[config.mk]
export PLATFORM = sky130hd
export DESIGN_NAME = greedy_line_justifier
export DESIGN_NICKNAME = d
export VERILOG_FILES = /design/src/rtl/glj_pkg.sv /design/src/rtl/glj_div.sv /design/src/rtl/greedy_line_justifier.sv
export SDC_FILE = /design/constraint.sdc
export NUM_CORES = 1
export LEC_CHECK = 0
export ABC_AREA = 1
export BUFFER_PORTS_ARGS = -buffer_cell sky130_fd_sc_hd__buf_2
export CAP_MARGIN = 20
export CELL_PAD_IN_SITES_DETAIL_PLACEMENT = 0
export CELL_PAD_IN_SITES_GLOBAL_PLACEMENT = 1
export CORE_AREA = 2 2 147 149
export CTS_BUF_LIST = sky130_fd_sc_hd__clkbuf_8 sky130_fd_sc_hd__clkbuf_16
export CTS_CLUSTER_SIZE = 30
export DETAILED_ROUTE_END_ITERATION = 10
export DIE_AREA = 0 0 149 151
export GPL_TIMING_DRIVEN = 1
export PLACE_DENSITY = 0.84
export SYNTH_ARGS = -nofsm -noshare
export SYNTH_HDL_FRONTEND = slang
export SYNTH_SLANG_ARGS = --single-unit
export TNS_END_PERCENT = 10
[constraint.sdc]
create_clock -name clk -period 9.94 [get_ports clk]
set_input_delay 1.491 -clock clk [delete_from_list [all_inputs] [get_ports clk]]
set_output_delay 1.491 -clock clk [all_outputs]
set_load 0.05 [all_outputs]
[src/rtl/glj_pkg.sv]
package glj_pkg;

    // Widest line the block supports, and the longest line in words that it implies.
    localparam int MAX_WIDTH  = 32;
    localparam int PEND_DEPTH = (MAX_WIDTH + 1) / 2;

    // Field widths of the stream words.
    localparam int LEN_W       = 6;
    localparam int SPC_W       = 5;
    localparam int IN_TDATA_W  = 8;
    localparam int OUT_TDATA_W = 16;

    // Line width after reset.
    localparam int WIDTH_RESET = 32;

    // Pending line bookkeeping.
    localparam int CNT_W = $clog2(PEND_DEPTH + 1);
    localparam int IDX_W = $clog2(PEND_DEPTH);
    localparam int FIT_W = LEN_W + 1;

    // Gap divider: leftover columns divided by the number of gaps.
    localparam int DIVD_W = LEN_W;
    localparam int DIVS_W = IDX_W;
    localparam int STEP_W = $clog2(DIVD_W);

    typedef struct packed {
        logic              done;
        logic [DIVD_W-1:0] quot;
        logic [DIVS_W-1:0] rem;
    } div_res_t;

    typedef enum logic [3:0] {
        S_IDLE = 4'b0001,
        S_DIV  = 4'b0010,
        S_READ = 4'b0100,
        S_LOAD = 4'b1000
    } state_t;

    typedef enum logic {
        MODE_FULL = 1'b0,
        MODE_LAST = 1'b1
    } emit_mode_t;

    // Line width clamped to the supported range.
    function automatic logic [LEN_W-1:0] eff_width(input logic [LEN_W-1:0] w);
        logic [LEN_W-1:0] r;
        r = w;
        if (w == '0)
        begin
            r = LEN_W'(1);
        end
        else if (int'(w) > MAX_WIDTH)
        begin
            r = LEN_W'(MAX_WIDTH);
        end
        return r;
    endfunction

    // Word length clamped to one through the effective width.
    function automatic logic [LEN_W-1:0] clamp_len(input logic [LEN_W-1:0] len,
                                                   input logic [LEN_W-1:0] w);
        logic [LEN_W-1:0] r;
        r = len;
        if (len == '0)
        begin
            r = LEN_W'(1);
        end
        if (r > w)
        begin
            r = w;
        end
        return r;
    endfunction

endpackage

[src/rtl/glj_div.sv]
module glj_div (
    input  logic                         clk,
    input  logic                         rst_n,
    input  logic                         start,
    input  logic [glj_pkg::DIVD_W-1:0]   dividend,
    input  logic [glj_pkg::DIVS_W-1:0]   divisor,
    output glj_pkg::div_res_t            res
);

    localparam int DIVD_W = glj_pkg::DIVD_W;
    localparam int DIVS_W = glj_pkg::DIVS_W;
    localparam int STEP_W = glj_pkg::STEP_W;

    logic              busy_reg, busy_next;
    logic              done_reg, done_next;
    logic [STEP_W-1:0] cnt_reg,  cnt_next;
    logic [DIVD_W-1:0] quo_reg,  quo_next;
    logic [DIVS_W-1:0] rem_reg,  rem_next;
    logic [DIVS_W-1:0] dvs_reg,  dvs_next;

    logic [DIVS_W:0]   trial;
    logic [DIVS_W:0]   diff;
    logic              ge;

    // One quotient bit per cycle, most significant first (restoring division).
    assign trial = {rem_reg, quo_reg[DIVD_W-1]};
    assign diff  = trial - {1'b0, dvs_reg};
    assign ge    = (trial >= {1'b0, dvs_reg});

    always_comb
    begin
        busy_next = busy_reg;
        done_next = done_reg;
        cnt_next  = cnt_reg;
        quo_next  = quo_reg;
        rem_next  = rem_reg;
        dvs_next  = dvs_reg;
        if (start)
        begin
            busy_next = 1'b1;
            done_next = 1'b0;
            cnt_next  = STEP_W'(DIVD_W - 1);
            quo_next  = dividend;
            rem_next  = '0;
            dvs_next  = divisor;
        end
        else if (busy_reg)
        begin
            quo_next = {quo_reg[DIVD_W-2:0], ge};
            rem_next = ge ? diff[DIVS_W-1:0] : trial[DIVS_W-1:0];
            if (cnt_reg == '0)
            begin
                busy_next = 1'b0;
                done_next = 1'b1;
            end
            else
            begin
                cnt_next = cnt_reg - STEP_W'(1);
            end
        end
    end

    always_ff @(posedge clk or negedge rst_n)
    begin
        if (!rst_n)
        begin
            busy_reg <= 1'b0;
            done_reg <= 1'b0;
            cnt_reg  <= '0;
        end
        else
        begin
            busy_reg <= busy_next;
            done_reg <= done_next;
            cnt_reg  <= cnt_next;
        end
    end

    always_ff @(posedge clk)
    begin
        quo_reg <= quo_next;
        rem_reg <= rem_next;
        dvs_reg <= dvs_next;
    end

    assign res.done = done_reg;
    assign res.quot = quo_reg;
    assign res.rem  = rem_reg;

endmodule

[src/rtl/greedy_line_justifier.sv]
// Channel   Dir  Handshake                     Payload
// s_axis    in   s_axis_tvalid/s_axis_tready   tdata: word_length; tlast: final_word
// m_axis    out  m_axis_tvalid/m_axis_tready   tdata: placed_length, lead_spaces,
//                                              trail_spaces; tuser: line_end;
//                                              tlast: run_last
// cfg       in   cfg_valid/cfg_ready           cfg_data: line_width
//
// A word that only joins the pending line is written to the memory while the
// sequencer stays idle. A word that closes a line runs the gap divider when the
// line has two or more words, then a memory read step and an output load step
// per emitted word, since the memory has a single read port; a final word also
// sends out the last line. Reset leaves an empty line 32 columns wide and the
// memory uncleared. A stalled output holds the sequencer in its load step.

module greedy_line_justifier (
    input  logic        clk,
    input  logic        rst_n,

    input  logic        s_axis_tvalid,
    output logic        s_axis_tready,
    input  logic [7:0]  s_axis_tdata,   // [5:0] word_length, [7:6] zero
    input  logic        s_axis_tlast,   // final_word

    output logic        m_axis_tvalid,
    input  logic        m_axis_tready,
    output logic [15:0] m_axis_tdata,   // [5:0] placed_length, [10:6] lead_spaces,
                                        // [15:11] trail_spaces
    output logic        m_axis_tuser,   // line_end
    output logic        m_axis_tlast,   // run_last

    input  logic        cfg_valid,
    output logic        cfg_ready,
    input  logic [5:0]  cfg_data        // line_width
);

    localparam int LEN_W      = glj_pkg::LEN_W;
    localparam int SPC_W      = glj_pkg::SPC_W;
    localparam int CNT_W      = glj_pkg::CNT_W;
    localparam int IDX_W      = glj_pkg::IDX_W;
    localparam int FIT_W      = glj_pkg::FIT_W;
    localparam int PEND_DEPTH = glj_pkg::PEND_DEPTH;

    // Configured width and the pending line's state.
    logic [LEN_W-1:0]        width_reg, width_next;
    logic [CNT_W-1:0]        count_reg, count_next;
    logic [LEN_W-1:0]        space_reg, space_next;
    logic signed [FIT_W-1:0] fit_reg,   fit_next;

    // Emission sequencer.
    glj_pkg::state_t         state_reg, state_next;
    glj_pkg::emit_mode_t     mode_reg,  mode_next;
    logic [CNT_W-1:0]        n_reg,     n_next;
    logic [IDX_W-1:0]        idx_reg,   idx_next;
    logic [SPC_W-1:0]        pad_reg,   pad_next;
    logic                    pend_last_reg, pend_last_next;
    logic [LEN_W-1:0]        new_len_reg,   new_len_next;
    logic [SPC_W-1:0]        last_pad_reg,  last_pad_next;

    // Output register.
    logic                    m_valid_reg, m_valid_next;
    logic [LEN_W-1:0]        m_len_reg,   m_len_next;
    logic [SPC_W-1:0]        m_lead_reg,  m_lead_next;
    logic [SPC_W-1:0]        m_trail_reg, m_trail_next;
    logic                    m_end_reg,   m_end_next;
    logic                    m_last_reg,  m_last_next;

    // Pending-length memory, one write and one registered read per cycle.
    logic [LEN_W-1:0]        mem [PEND_DEPTH];
    logic [LEN_W-1:0]        rdata_reg;
    logic                    wr_en;
    logic [IDX_W-1:0]        wr_addr;
    logic [LEN_W-1:0]        wr_data;

    logic                    accept;
    logic                    out_free;
    logic [LEN_W-1:0]        weff;
    logic [LEN_W-1:0]        len_c;
    logic                    fits;
    logic [LEN_W-1:0]        space_fit;
    logic [CNT_W-1:0]        count_inc;
    logic [LEN_W-1:0]        space_new_line;
    logic                    word_last;
    logic                    div_start;
    glj_pkg::div_res_t       div_res;

    assign s_axis_tready = (state_reg == glj_pkg::S_IDLE);
    assign accept        = s_axis_tvalid && s_axis_tready;
    assign cfg_ready     = 1'b1;
    assign out_free      = !m_valid_reg || m_axis_tready;

    assign weff           = glj_pkg::eff_width(width_reg);
    assign len_c          = glj_pkg::clamp_len(s_axis_tdata[LEN_W-1:0], weff);
    assign fits           = (count_reg < CNT_W'(PEND_DEPTH)) &&
                            ($signed({1'b0, len_c}) <= fit_reg);
    assign space_fit      = space_reg - len_c;
    assign count_inc      = count_reg + CNT_W'(1);
    assign space_new_line = weff - len_c;
    assign word_last      = (CNT_W'(idx_reg) == (n_reg - CNT_W'(1)));

    // The gaps of a full line are its leftover columns split over n-1 places.
    assign div_start = accept && !fits && (count_reg > CNT_W'(1));

    glj_div u_div (
        .clk      (clk),
        .rst_n    (rst_n),
        .start    (div_start),
        .dividend (space_reg),
        .divisor  (IDX_W'(count_reg - CNT_W'(1))),
        .res      (div_res)
    );

    always_comb
    begin
        width_next     = width_reg;
        count_next     = count_reg;
        space_next     = space_reg;
        fit_next       = fit_reg;
        state_next     = state_reg;
        mode_next      = mode_reg;
        n_next         = n_reg;
        idx_next       = idx_reg;
        pad_next       = pad_reg;
        pend_last_next = pend_last_reg;
        new_len_next   = new_len_reg;
        last_pad_next  = last_pad_reg;
        m_valid_next   = m_valid_reg && !m_axis_tready;
        m_len_next     = m_len_reg;
        m_lead_next    = m_lead_reg;
        m_trail_next   = m_trail_reg;
        m_end_next     = m_end_reg;
        m_last_next    = m_last_reg;
        wr_en          = 1'b0;
        wr_addr        = '0;
        wr_data        = len_c;

        // A new width takes effect at once only while no line is pending.
        if (cfg_valid)
        begin
            width_next = cfg_data;
            if (count_reg == '0)
            begin
                space_next = glj_pkg::eff_width(cfg_data);
                fit_next   = $signed({1'b0, glj_pkg::eff_width(cfg_data)});
            end
        end

        unique case (state_reg)
            glj_pkg::S_IDLE:
            begin
                if (accept)
                begin
                    idx_next = '0;
                    if (fits)
                    begin
                        wr_en   = 1'b1;
                        wr_addr = count_reg[IDX_W-1:0];
                        if (s_axis_tlast)
                        begin
                            // Word joins the line, and the whole line goes out
                            // as the last line with single spaces.
                            mode_next  = glj_pkg::MODE_LAST;
                            n_next     = count_inc;
                            pad_next   = SPC_W'(space_fit - LEN_W'(count_reg));
                            state_next = glj_pkg::S_READ;
                            count_next = '0;
                            space_next = weff;
                            fit_next   = $signed({1'b0, weff});
                        end
                        else
                        begin
                            count_next = count_inc;
                            space_next = space_fit;
                            fit_next   = $signed({1'b0, space_fit}) -
                                         $signed(FIT_W'(count_inc));
                        end
                    end
                    else
                    begin
                        // Word does not fit: justify the pending line first,
                        // then the word opens the next line.
                        mode_next      = glj_pkg::MODE_FULL;
                        n_next         = count_reg;
                        pad_next       = (count_reg == CNT_W'(1)) ? SPC_W'(space_reg) : '0;
                        new_len_next   = len_c;
                        pend_last_next = s_axis_tlast;
                        last_pad_next  = SPC_W'(space_new_line);
                        state_next     = div_start ? glj_pkg::S_DIV : glj_pkg::S_READ;
                        if (s_axis_tlast)
                        begin
                            count_next = '0;
                            space_next = weff;
                            fit_next   = $signed({1'b0, weff});
                        end
                        else
                        begin
                            count_next = CNT_W'(1);
                            space_next = space_new_line;
                            fit_next   = $signed({1'b0, space_new_line}) -
                                         $signed(FIT_W'(1));
                        end
                    end
                end
            end
            glj_pkg::S_DIV:
            begin
                if (div_res.done)
                begin
                    state_next = glj_pkg::S_READ;
                end
            end
            glj_pkg::S_READ:
            begin
                state_next = glj_pkg::S_LOAD;
            end
            glj_pkg::S_LOAD:
            begin
                if (out_free)
                begin
                    m_valid_next = 1'b1;
                    m_len_next   = rdata_reg;
                    m_end_next   = word_last;
                    m_trail_next = word_last ? pad_reg : '0;
                    m_last_next  = word_last &&
                                   !(mode_reg == glj_pkg::MODE_FULL && pend_last_reg);
                    if (idx_reg == '0)
                    begin
                        m_lead_next = '0;
                    end
                    else if (mode_reg == glj_pkg::MODE_LAST)
                    begin
                        m_lead_next = SPC_W'(1);
                    end
                    else
                    begin
                        // Leftmost gaps take one extra space each for the remainder.
                        m_lead_next = SPC_W'(div_res.quot) +
                                      SPC_W'(idx_reg <= div_res.rem);
                    end

                    if (word_last)
                    begin
                        if (mode_reg == glj_pkg::MODE_FULL)
                        begin
                            // The word that did not fit becomes entry zero.
                            wr_en   = 1'b1;
                            wr_addr = '0;
                            wr_data = new_len_reg;
                        end
                        if (mode_reg == glj_pkg::MODE_FULL && pend_last_reg)
                        begin
                            mode_next      = glj_pkg::MODE_LAST;
                            n_next         = CNT_W'(1);
                            pad_next       = last_pad_reg;
                            idx_next       = '0;
                            pend_last_next = 1'b0;
                            state_next     = glj_pkg::S_READ;
                        end
                        else
                        begin
                            state_next = glj_pkg::S_IDLE;
                        end
                    end
                    else
                    begin
                        idx_next   = idx_reg + IDX_W'(1);
                        state_next = glj_pkg::S_READ;
                    end
                end
            end
            default:
            begin
                state_next = glj_pkg::S_IDLE;
            end
        endcase
    end

    always_ff @(posedge clk or negedge rst_n)
    begin
        if (!rst_n)
        begin
            width_reg     <= LEN_W'(glj_pkg::WIDTH_RESET);
            count_reg     <= '0;
            space_reg     <= LEN_W'(glj_pkg::WIDTH_RESET);
            fit_reg       <= FIT_W'(glj_pkg::WIDTH_RESET);
            state_reg     <= glj_pkg::S_IDLE;
            mode_reg      <= glj_pkg::MODE_FULL;
            n_reg         <= '0;
            idx_reg       <= '0;
            pend_last_reg <= 1'b0;
            m_valid_reg   <= 1'b0;
        end
        else
        begin
            width_reg     <= width_next;
            count_reg     <= count_next;
            space_reg     <= space_next;
            fit_reg       <= fit_next;
            state_reg     <= state_next;
            mode_reg      <= mode_next;
            n_reg         <= n_next;
            idx_reg       <= idx_next;
            pend_last_reg <= pend_last_next;
            m_valid_reg   <= m_valid_next;
        end
    end

    always_ff @(posedge clk)
    begin
        pad_reg      <= pad_next;
        new_len_reg  <= new_len_next;
        last_pad_reg <= last_pad_next;
        m_len_reg    <= m_len_next;
        m_lead_reg   <= m_lead_next;
        m_trail_reg  <= m_trail_next;
        m_end_reg    <= m_end_next;
        m_last_reg   <= m_last_next;
    end

    always_ff @(posedge clk)
    begin
        if (wr_en)
        begin
            mem[wr_addr] <= wr_data;
        end
        if (state_reg == glj_pkg::S_READ)
        begin
            rdata_reg <= mem[idx_reg];
        end
    end

    assign m_axis_tvalid = m_valid_reg;
    assign m_axis_tdata  = {m_trail_reg, m_lead_reg, m_len_reg};
    assign m_axis_tuser  = m_end_reg;
    assign m_axis_tlast  = m_last_reg;

    // The pending line never holds more words than the memory has entries.
    ap_count_bound: assert property (@(posedge clk) disable iff (!rst_n)
        count_reg <= CNT_W'(PEND_DEPTH))
        else $error("pending word count exceeds memory depth");

    // On a nonempty line the fit limit tracks free columns minus needed gaps.
    ap_fit_track: assert property (@(posedge clk) disable iff (!rst_n)
        (count_reg != '0) |->
            (fit_reg == ($signed({1'b0, space_reg}) - $signed(FIT_W'(count_reg)))))
        else $error("fit limit out of step with pending line");

    // A new output word appears only from the load step of the sequencer.
    ap_out_source: assert property (@(posedge clk) disable iff (!rst_n)
        $rose(m_axis_tvalid) |-> $past(state_reg == glj_pkg::S_LOAD))
        else $error("output word loaded outside the load step");

endmodule
==> results.md, run 1 <==
Run status:
- The flow ran to the end, and the final reports show no timing, DRC or antenna violations.

Floorplanning:
- 41 I/O pins were placed.
- The full die area is 0.02250 sq mm.
- The floorplan step set the die width to 149 um.
- The core area is 0.02082 sq mm.
- Measured along the y axis, the die boundary spans 151 um.
- The starting density of the core is 0.5055.
- The floorplan has 53 rows.

Timing:
- The total count of max-transition violations in the final report is 0.
- Headroom to the max-slew limit came out at 0.3414.
- Adding up every negative setup slack in the final design gives 0 ns.
- Setup repair after global routing left no endpoint under its margin.
- The worst-case clock skew is 0.01494 ns.
- Setup violations remaining at the end of the flow were counted as 0.
- Derived from the worst setup path, the maximum achievable clock frequency is 178.6 MHz.
- The final hold violation count is 0.
- The final period demand of the worst path is 5.600 ns.
- The post-route clock period utilization is 0.5634.
- The slew at the pin closest to its max-slew limit is 0.9868 ns.

Clocking:
- After clock tree synthesis, the clock-pin slew on the worst setup and hold paths is 0.08 ns.
- After clock tree synthesis, the flow added hold-fix buffers numbering 0.
- The later pin in the worst-skew pair is clocked with a latency of 0.45 ns.
- Counting along the longest clock path gives a buffer depth of 2.
- In this run, post-CTS repair resized a total of 0 instances.
- The number of setup buffers added after CTS is 0.
- The clock root buffer is clkbuf_16.
- The H-tree was split into 4 levels.
- The clock drives 195 sinks.
- The TritonCTS clock tree is built.
- In this run, CTS created clock tree buffers numbering 17.

Place:
- Detailed placement finished with a half-perimeter wire length of 17150 um.
- The congestion estimate from routability-driven global placement came to 0.8737.
- The post-placement cell count is 1415.
- Port buffering added 37 buffers.

Critical path:
- The setup path with the least slack is of type primary input to flop.
- STA puts the critical path data arrival time at 5.68 ns.
- The number of buffer and inverter stages on the critical path is 7.
- The largest stage delay on the critical path is 0.54 ns.
- The cell family contributing the most delay on the critical path is simple AND/OR/NAND/NOR gates.
- The maximum fanout count along the critical path is 21.
- The slowest stage of the critical path belongs to the cell nor2_1.
- In this run the register-to-register setup slack is 4.39 ns.
- The endpoint required time on the critical path is 10.02 ns.
- The element type at the critical path end is a flop.
- The cell repeated most along the worst path is inv_1.
- The kind of launch point of the worst setup path is a primary input.

Finish:
- The library cell used most frequently in the layout, excluding fill and tap cells, is nand2_1.
- The final cell count without fillers is 1449.
- In the final layout, the multi-input gates occupy 0.004183 sq mm.
- For this run, the post-layout net count is 1238.
- The sequential cells in the finished layout cover a total of 0.005595 sq mm.
- The register with the most flip-flops in the layout has 96 of them.
- The top cell types in the final layout, fill and taps aside, are nand2_1, edfxtp_1, inv_1.
- The count of fill cells added during filler insertion is 1867.
- 0 antenna diodes ended up in the layout.
- The area added between synthesis and finish is 9.451%.
- In the final layout, the share of cells above drive strength 1 is 0.1073.
- The utilization after layout is 0.5532.

Power and ir drop:
- The part of the total power dissipated in sequential elements is 0.348.
- Of the total power, the share spent switching nets is 0.4282.
- Internal power comes to 1.892 mW.
- The net switching power is 1.417 mW.
- The share of total power dissipated in combinational logic is 0.441.
- The power density relative to cell area is 287.3 mW/mm^2.
- Across the VDD grid, the largest voltage drop is 0.0001480 V.
- The part of the power in the clock network is 0.211.
- In this run the static leakage power is 5.031 nW.

Route:
- The average vias per placed instance is 5.342.
- The number of violations reported at the end of detailed-routing iteration 0 is 623.
- The routed wire length per instance is 16.73 um.
- Summed over all layers, the routed wires come to 24240 um.
- The remaining antenna violation count is 0.
- After detailed routing, the number of remaining DRC violations is 0.
- The total via count after detailed routing is 7740.
- Before antenna repair, the detailed router went through 5 iterations.

Min path:
- The worst hold path belongs to the class flop to flop.

Logic synthesis:
- The cell count after synthesis is 1140.
- In this run, synthesis inferred 146 flip-flops with an integrated enable.
- The share of the Yosys chip area taken by registers is 0.5316.
- Dividing the synthesized area by the synthesized cell count gives 9.233 sq um.
- The net count after synthesis is 1217.
- The number of different library cells in the post-synthesis netlist is 54.
- The most used flip-flop cell after synthesis is edfxtp_1.
- The combined area of all synthesized cells is 0.01053 sq mm.
- The synthesized design contains 195 register bits.
- The async set-or-reset flop fraction in the synthesized netlist is 0.2308.
- The count of synthesis-stage warnings from yosys is 0.

Global route:
- Entering global routing, the biggest net connects 55 pins.
- The first global-routing pass estimated 38250 um of wire.
- The number of global-route vias before repair is 7185.
- The global route total overflow is 0.
- The total track usage is 0.2253.
- The number of antenna violations at the first check in global routing came to 0.

Flow run:
- The number of max-cap violations is 0.
==> cells in the mapped netlist, types with 5 or more instances <==
cell,count,area [sq um]
nor3_1,8,40.04
o21ai_0,109,545.5
nand2_1,243,912.1
o211ai_1,7,52.55
nand3_2,5,50.05
edfxtp_1,146,4384
fa_1,5,100.1
o22ai_1,18,112.6
a21oi_1,33,165.2
nand4_1,9,56.30
o221ai_1,8,70.07
nand3_1,56,280.3
nor2_1,117,439.2
xor2_1,15,131.4
o21ai_1,17,85.08
inv_2,9,33.78
clkbuf_1,28,105.1
inv_1,133,499.2
dfrtp_1,41,1026
ha_1,52,650.6
nand2_4,5,56.30
or2_2,7,43.79
buf_2,8,40.04
==> power groups by stage <==
stage          combinational, mW  clock [mW]  sequential [mW]
2_1_floorplan               1.11           0             1.16
3_3_place_gp                1.43           0             1.16
3_5_place_dp                1.44           0             1.17
4_1_cts                     1.45       0.707             1.15
5_1_grt                     1.67       0.741             1.17
6_report                    1.46       0.698             1.15
==> cell type report <==
cell class | count | area share
multi-input cells | 758 | 0.3631
flip-flops and latches | 195 | 0.4857
clock inverters | 15 | 0.01553
clock buffers | 17 | 0.03693
repair buffers | 46 | 0.02227
inverters | 143 | 0.04659
well taps | 275 | 0.02987
==> final timing paths <==
| path | cells after the start | from | endpoint |
|---|---|---|---|
| setup / recovery | 29 | s_axis_tdata[3] | mem[9][4] |
| hold / removal | 0 | rdata_reg[4] | m_len_reg[4] |
| setup reg to reg | 27 | width_reg[2] | mem[9][4] |
| hold reg to reg | 0 | rdata_reg[4] | m_len_reg[4] |
| max in group asynchronous | 2 | rst_n | u_div.cnt_reg[1] |
| min in group asynchronous | 2 | rst_n | width_reg[0] |
==> per-stage QoR <==
stage | hold slack [ns] | worst slack, ns | instance area, sq um | power, mW
global route | 0.4459 | 3.859 | 11520 | 3.572
finish | 0.4329 | 4.340 | 11520 | 3.309
detailed placement | 0.4181 | 3.855 | 10900 | 2.613
global placement | 0.4032 | 3.904 | 10900 | 2.593
CTS | 0.4364 | 4.296 | 11500 | 3.314
floorplan | 0.4003 | 4.529 | 10530 | 2.266
==> routing by layer <==
metal | track usage | up-vias | share of wire
met2 | 0.3567 | 229 | 0.46
met4 | 0.07571 | 0 | 0.022
met1 | 0.3200 | 3608 | 0.47
li1 | - | 3867 | -
met3 | 0.03373 | 36 | 0.054
met5 | 0 | - | 0
==> cells by family after synthesis <==
kind of cell	after synthesis	share of synthesized area
AND/OR/NAND/NOR	472	0.1984
AO/OA/AOI/OAI	207	0.1089
flip-flops	195	0.5316
buffers and inverters	187	0.07121
adder cells (fa/ha/maj)	57	0.07133
XOR/XNOR	18	0.01498
multiplexers	3	0.003209
other	1	0.0003563
No activity file was read; power rests on OpenSTA's default activity.
==> inputs of run 2 (changes only) <==
--- a/config.mk
+++ b/config.mk
@@ -5,18 +5,18 @@
 export SDC_FILE = /design/constraint.sdc
 export NUM_CORES = 1
 export LEC_CHECK = 0
-export ABC_AREA = 1
+export ABC_AREA = 0
 export BUFFER_PORTS_ARGS = -buffer_cell sky130_fd_sc_hd__buf_2
 export CAP_MARGIN = 20
 export CELL_PAD_IN_SITES_DETAIL_PLACEMENT = 0
 export CELL_PAD_IN_SITES_GLOBAL_PLACEMENT = 1
-export CORE_AREA = 2 2 147 149
+export CORE_AREA = 2 2 144 146
 export CTS_BUF_LIST = sky130_fd_sc_hd__clkbuf_8 sky130_fd_sc_hd__clkbuf_16
 export CTS_CLUSTER_SIZE = 30
 export DETAILED_ROUTE_END_ITERATION = 10
-export DIE_AREA = 0 0 149 151
+export DIE_AREA = 0 0 146 148
 export GPL_TIMING_DRIVEN = 1
-export PLACE_DENSITY = 0.84
+export PLACE_DENSITY = 0.8
 export SYNTH_ARGS = -nofsm -noshare
 export SYNTH_HDL_FRONTEND = slang
 export SYNTH_SLANG_ARGS = --single-unit
==> constraint.sdc (replaced) <==
create_clock -name clk -period 5.8 [get_ports clk]
set_input_delay 0.87 -clock clk [delete_from_list [all_inputs] [get_ports clk]]
set_output_delay 0.87 -clock clk [all_outputs]
set_load 0.05 [all_outputs]
==> run 2 against run 1 <==
Flip-flop and latch count stayed put. Sequential power is 79% higher. First-iteration DRC count fell by 27%. Critical endpoint is now mem[4][2]. Largest cell class unchanged. Largest power group unchanged.
==> results.md, run 2 <==
Critical path:
- For the worst flop-to-flop path, the logic depth is 20.
- The endpoint required time on the critical path is 5.88 ns.
- The setup path with the least slack is of type flop to flop.
- The cell at the slowest stage of the critical path is dfstp_2.
- Walking the worst path, the cells encountered are clkinv_1, nand2_1, ha_1, nor2b_4, o21a_4, or3_4, nand2_2, mux2i_1, inv_1, ha_1, nor2b_1, o211ai_1, a311o_1, nand4_1, a31o_4, clkinv_1, ha_1, nor2_1, a21oi_1, nor2_1.
- In this run the critical register-to-register path is launched from width_reg[5].
- For the worst setup path, the data arrival time is 5.46 ns.
- The worst setup path is launched from a flop.
- STA classifies the critical path endpoint as a flop.
- The maximum fanout count along the critical path is 9.
- The worst register-to-register path has a setup slack of 0.42 ns.
- Among the stages of the critical path, the cell type that occurs most often is ha_1.
- The largest stage delay on the critical path is 0.56 ns.
- The reg-to-reg critical path endpoint is mem[4][2].

Floorplanning:
- In this run the horizontal extent of the chip is 146 um.
- The die extent in y is 148 um.
- The core region is 0.02004 sq mm.
- The floorplan has 52 rows.
- For this configuration, the core starts out at a cell density of 0.5059.
- The die covers 0.02161 sq mm.
- The I/O pin count is 41.

Logic synthesis:
- Ranked by instance count, the synthesized netlist is headed by edfxtp_1, nor2_1, inv_1, ha_1, nand2_1.
- The cell type with the largest total area after synthesis is edfxtp_1.
- In this run the cell area of the synthesized design comes to 0.01014 sq mm.
- When the netlist entered floorplanning its net count stood at 877.
- By instance count, the leading cell after synthesis is edfxtp_1.
- Of all flip-flops after synthesis, the portion carrying an async set or reset was 0.2308.
- The share of the synthesized area in the top cell type is 0.4324.
- The register bit count reported by yosys is 195.
- For this run, the number of Yosys warnings is 0.
- The number of enable-type register cells in the synthesized netlist is 146.
- Synthesis handed over a netlist of 800 instances.
- The most instantiated flip-flop cell in the synthesis netlist is edfxtp_1.
- The part of the Yosys area used for sequential elements is 0.5519.
- Counting distinct cell types in the post-synthesis netlist gives 83.
- The synthesized area divided by synthesized cell count is 12.67 sq um.
- Yosys attributes the largest share of cell area to edfxtp_1, dfrtp_1, mux4_2, ha_1, nor2_1.

Finish:
- The top cell types in the final layout, fill and taps aside, are edfxtp_1, nor2_1, inv_1.
- Compared with the post-synthesis result, the final layout area differs by 11.93%.
- The library cell used most frequently in the layout, excluding fill and tap cells, is edfxtp_1.
- In the final design database the tool counted 927 nets.
- The filler cells instantiated in the layout total 1657.
- The flip-flop count of the largest register, all copies and words added is 96.
- Once layout is complete, the utilization of the core stands at 0.5663.
- The share of layout cells above drive strength 1 is 0.2097.
- The repair_antennas step left the layout with diodes totalling 0.

Clocking:
- The post-cts sizing count is 0.
- The post-CTS setup-driven buffer insertion count is 0.
- The cell sitting at the root of the clock tree is a clkbuf_16.
- Counting every sink on the clock net gives 195.
- The clock transition time at the flip-flop clock pins of the worst setup and hold paths is 0.08 ns.
- The number of buffers created by CTS is 17.
- The clock latency of the later-clocked register in the worst-skew pair is 0.44 ns.
- The maximum root-to-sink buffer count is 2.
- TritonCTS built the clock tree.
- The count of hold-fix buffers inserted at cts is 0.
- The depth of the CTS H-tree is 4.

Timing:
- The maximum frequency from static timing analysis is 185.8 MHz.
- The post-route clock period utilization is 0.9281.
- The final period demand of the worst path is 5.383 ns.
- The worst-case clock skew is 0.01857 ns.
- At the pin with the least slew margin, the transition time is 0.8423 ns.
- The total count of max-transition violations in the final report came to 0.
- The summed negative setup slack over all endpoints is 0 ns.
- The worst hold slack is 0.2660 ns.
- The final hold violation count is 0.
- The worst pin sits at a relative slew slack of 0.4371.
- Setup repair after global routing left no endpoint under its margin.
- Setup violations remaining at the end of the flow were counted as 0.

Place:
- The global placement routability congestion is 0.8443.
- The quantity of I/O buffers inserted on ports is 37.
- The HPWL reported at the end of detailed placement is 15760 um.

Global route:
- The number of antenna violations at the first check in global routing was 0.
- The number of global-route vias before repair is 6565.
- Entering global routing, the biggest net connects 46 pins.
- The global-route wire length before repair is 35820 um.
- The total track usage is 0.2143.
- Global routing finished with a remaining overflow of 0.

Power and ir drop:
- Total power for the finished layout comes to 5.918 mW.
- The leakage power is 4.391 nW.
- The power density relative to cell area is 521.4 mW/mm^2.
- The largest vdd supply drop is 0.0002756 V.

Min path:
- The worst hold path belongs to the class primary input to asynchronous set/reset pin.

Route:
- The detail route stage leaves a number of antenna-violating nets equal to 0.
- In this run, the number of DRC markers left after iteration 0 of detailed routing was 453.
- In the final routed layout, each cell accounts on average for 19.48 um.
- In the routed design, unresolved DRC markers number 0.
- The first detailed-routing pass took 7 iterations.
- The post-detailed-routing wire length is 22070 um.
- In the routed layout, each cell is associated on average with a via count of 5.693.
- The total via count after detailed routing is 6450.

Run status:
- The flow ran to the end, and the final reports show no timing, DRC or antenna violations.

Flow run:
- Across the run, the number of max-cap violations was 0.
run 2: stage by stage:
stage / setup slack [ns] / area (sq um) / cells
6_report: 0.4168 / 11350 / 1133
5_1_grt: 0.02054 / 11350 / 1133
4_1_cts: 0.3915 / 11290 / 1127
3_5_place_dp: 0.3501 / 10670 / 1095
3_3_place_gp: 0.4070 / 10660 / 1094
2_1_floorplan: 0.6754 / 10140 / 800
run 2: worst max-delay path, delay by kind of cell (launching register included):
family                   cells  cell delay [ns]
AND/OR/NAND/NOR              8             1.86
buffers and inverters        3             0.43
AO/OA/AOI/OAI                5             1.05
flip-flops                   1             0.56
multiplexers                 1             0.41
adder cells (fa/ha/maj)      3             0.70
run 2: cell type report:
cell class	count	area (sq um)	area share
multi-input combinational	503	4111	0.3623
timing repair buffer	70	445.4	0.03925
sequential	195	5595	0.4931
clock buffer	17	425.4	0.03749
inverter	63	236.5	0.02084
clock inverter	15	196.4	0.01731
tap	270	337.8	0.02977
run 2: kinds of logic after synthesis:
logic type               Yosys count  synth area share
other                              1         0.0003699
adder cells (fa/ha/maj)           58           0.07503
buffers and inverters            102           0.04258
flip-flops                       195            0.5519
multiplexers                      54           0.09293
AND/OR/NAND/NOR                  211            0.1070
XOR/XNOR                          41           0.03678
AO/OA/AOI/OAI                    138           0.09342
run 2: per-layer routing:
metal / global-route usage / part of all wire
met5: 0 / 0
met4: 0.07379 / 0.018
met3: 0.03426 / 0.035
met2: 0.3573 / 0.50
met1: 0.2894 / 0.44
run 2: how the worst max path moves through the flow:
| stage | start | endpoint | depth (start not counted) |
|---|---|---|---|
| final | width_reg[5] | mem[4][2] | 20 |
| after global routing | width_reg[5] | mem[4][2] | 20 |
| after CTS | width_reg[5] | mem[4][0] | 20 |
| after detailed placement | s_axis_tdata[4] | mem[4][4] | 21 |
| after global placement | s_axis_tdata[4] | mem[8][0] | 21 |
| after floorplan | s_axis_tdata[1] | mem[3][0] | 18 |
run 2: where the power goes:
part / total, mW / internal, mW / switching, mW
logic: 2.66 / 1.15 / 1.50
registers: 2.06 / 1.85 / 0.215
clock network: 1.20 / 0.593 / 0.603
total: 5.92 / 3.60 / 2.32
==> inputs of run 3 (changes only) <==
--- a/config.mk
+++ b/config.mk
@@ -10,13 +10,13 @@
 export CAP_MARGIN = 20
 export CELL_PAD_IN_SITES_DETAIL_PLACEMENT = 0
 export CELL_PAD_IN_SITES_GLOBAL_PLACEMENT = 1
-export CORE_AREA = 2 2 144 146
+export CORE_AREA = 2 2 163 165
 export CTS_BUF_LIST = sky130_fd_sc_hd__clkbuf_8 sky130_fd_sc_hd__clkbuf_16
 export CTS_CLUSTER_SIZE = 30
 export DETAILED_ROUTE_END_ITERATION = 10
-export DIE_AREA = 0 0 146 148
+export DIE_AREA = 0 0 165 167
 export GPL_TIMING_DRIVEN = 1
-export PLACE_DENSITY = 0.8
+export PLACE_DENSITY_LB_ADDON = 0.12
 export SYNTH_ARGS = -nofsm -noshare
 export SYNTH_HDL_FRONTEND = slang
 export SYNTH_SLANG_ARGS = --single-unit
==> run 3 against run 2 <==
Non-clock buffer count is 1 higher. Setup slack improved by 0.098 ns. Critical endpoint is now mem[13][3]. Final area grew 0.69%. Largest power group unchanged. Largest cell class unchanged. Critical path type unchanged.
==> results.md, run 3 (synthesis results as in run 2) <==
Flow run:
- The tool flagged a number of max-cap violations equal to 0.

Clocking:
- CTS placed an instance of clkbuf_16 at the clock tree root.
- Clock tree synthesis inserted a total of 17 buffers.
- The post-CTS setup-driven buffer insertion count is 0.
- The TritonCTS clock tree is built.
- Clock-pin slew was measured on the worst setup and hold paths at 0.09 ns.
- The post-cts sizing count is 0.
- The count of hold-fix buffers inserted at cts is 0.
- The depth of the CTS H-tree is 4.
- Clock tree synthesis found a total of 195 sinks.
- The clock latency of the later-clocked register in the worst-skew pair is 0.43 ns.
- Counting along the longest clock path gives a buffer depth of 2.

Route:
- After detailed routing, the number of remaining DRC violations is 0.
- After the first detailed-routing iteration, the DRC count stood at 449.
- Dividing the detail-routed via count by the number of cells gives 5.277.
- In this run the remaining antenna-violating nets after routing total 0.
- The total via count after detailed routing is 6332.
- The pre-antenna-repair detailed-routing pass consisted of 5 iterations.
- The post-detailed-routing wire length is 23740 um.
- The routed wire length per instance is 19.78 um.

Global route:
- The global-route wire length before repair is 37650 um.
- The number of global-route vias before repair is 6480.
- The number of antenna violations at the first check in global routing came to 1.
- The total track usage is 0.1815.
- Entering global routing, the biggest net connects 46 pins.
- The global route total overflow is 0.

Timing:
- Setup repair after global routing left no endpoint under its margin.
- The total count of max-transition violations in the final report was 0.
- Based on the critical path, the design can be clocked at up to 189.2 MHz.
- The final critical-path setup slack is 0.5144 ns.
- The worst-case clock skew is 0.01525 ns.
- The slew at the pin closest to its max-slew limit is 0.8408 ns.
- For the final routed database, the setup TNS stands at 0 ns.
- Dividing the final minimum period by the clock period gives 0.9113.
- The worst hold slack is 0.4220 ns.
- The headroom to the max-slew limit is 0.4381.
- Setup violations remaining at the end of the flow were counted as 0.
- The final period demand of the worst path is 5.286 ns.
- The final hold violation count was 0.

Run status:
- The run finished with clean final reports.

Critical path:
- The setup slack of the most critical reg-to-reg path is 0.51 ns.
- STA puts the critical path data arrival time at 5.35 ns.
- The reg-to-reg startpoint is width_reg[5].
- Of all nets on the critical path, the largest fanout is 16.
- The reg-to-reg critical path endpoint is mem[13][3].
- The critical path is of the flop to flop type.
- The endpoint required time on the critical path is 5.87 ns.
- Counting cells, the worst reg-to-reg path comes to 19.
- The kind of launch point of the worst setup path is a flop.
- STA classifies the critical path endpoint as a flop.

Min path:
- The startpoint of the most critical hold path is rdata_reg[4].
- The number of cells traversed by the worst hold path is 0.
- The worst hold path terminates at m_len_reg[4].
- The worst hold-check path type is flop to flop.

Finish:
- Leaving out fill and tap cells, the most frequent cells in the layout are edfxtp_1, nor2_1, inv_1.
- The register with the most flip-flops in the layout has 96 of them.
- The net count of the finished layout is 928.
- The final cell count without fillers is 1200.
- The utilization after layout is 0.4435.
- The commonest non-fill, non-tap cell in the layout is edfxtp_1.
- The area added between synthesis and finish is 12.71%.
- The area of all placed cells without fillers is 0.01143 sq mm.
- The share of layout cells above drive strength 1 is 0.2118.

Floorplanning:
- The starting density of the core is 0.3935.
- The core region is 0.02576 sq mm.
- The number of rows in the core area is 59.
- During I/O placement, the number of pins put on the boundary was 41.
- The die covers 0.02756 sq mm.
- The die is 167 um tall.
- The die outline width is 165 um.

Place:
- The placed standard-cell area is 0.01079 sq mm.
- Routability-driven placement finished with a final weighted congestion of 0.8444.
- In this run, placement finished with an instance count of 1165.
- The post-placement worst setup slack is 0.3352 ns.
- The quantity of I/O buffers inserted on ports is 37.
- The wire-length estimate of the detail-placed layout is 17280 um.

Power and ir drop:
- The total power after layout is 5.942 mW.
- For this design the static power due to leakage is 4.388 nW.
- The largest vdd supply drop is 0.0002234 V.
- The power density relative to cell area is 520.0 mW/mm^2.
run 3: cell count changes in the layout (fill, tap and decap cells not counted):
| cell | change |
|---|---|
| diode_2 | +1 |
| buf_4 | +2 |
| inv_12 | +1 |
| clkinv_8 | -2 |
| buf_12 | -1 |
| inv_8 | +2 |
| a21oi_1 | -1 |
| clkinvlp_4 | +1 |
| clkinv_4 | -2 |
| a21oi_2 | +1 |
run 3: how the worst max path moves through the flow:
stage	startpoint	endpoint	slack (ns)	cells after the start
after floorplan	s_axis_tdata[1]	mem[3][0]	0.68	18
after global placement	s_axis_tdata[4]	mem[13][1]	0.43	20
after detailed placement	s_axis_tdata[4]	mem[15][5]	0.34	20
after CTS	width_reg[5]	mem[15][4]	0.44	19
after global routing	width_reg[5]	mem[15][4]	0.13	19
final	width_reg[5]	mem[13][3]	0.51	19
run 3: critical path, cell delays in order (launching register included):
cell	delay, ns
dfstp_2	0.56
clkinv_1	0.22
nand2_1	0.27
ha_1	0.29
a21oi_1	0.18
nor2_2	0.10
or3_4	0.41
nand2_2	0.16
nand2_1	0.08
o21ai_0	0.16
ha_1	0.31
nor2b_1	0.13
o211ai_1	0.19
a41oi_1	0.16
a2111o_1	0.45
a31o_4	0.24
buf_4	0.21
nor2_8	0.16
nand3_2	0.13
nor2_1	0.49
run 3: layer usage:
layer | vias to the layer above | track usage | wire length, um
met3 | 15 | 0.03113 | 879
met1 | 3154 | 0.2522 | 10750
met4 | 0 | 0.04499 | 365
met2 | 128 | 0.2960 | 11740
li1 | 3035 | - | -
met5 | - | 0 | 0
run 3: area by class of cell:
type / count / area [sq um]
antenna: 1 / 2.502
tap: 335 / 419.2
clock inverter: 15 / 192.7
inverter: 63 / 236.5
sequential: 195 / 5595
timing repair buffer: 71 / 440.4
fill: 2350 / 14340
multi-input combinational: 503 / 4115
clock buffer: 17 / 425.4
run 3: report_power, final:
group / switching [mW] / internal, mW
clock network: 0.621 / 0.598
registers: 0.220 / 1.85
logic: 1.51 / 1.15
total: 2.35 / 3.59
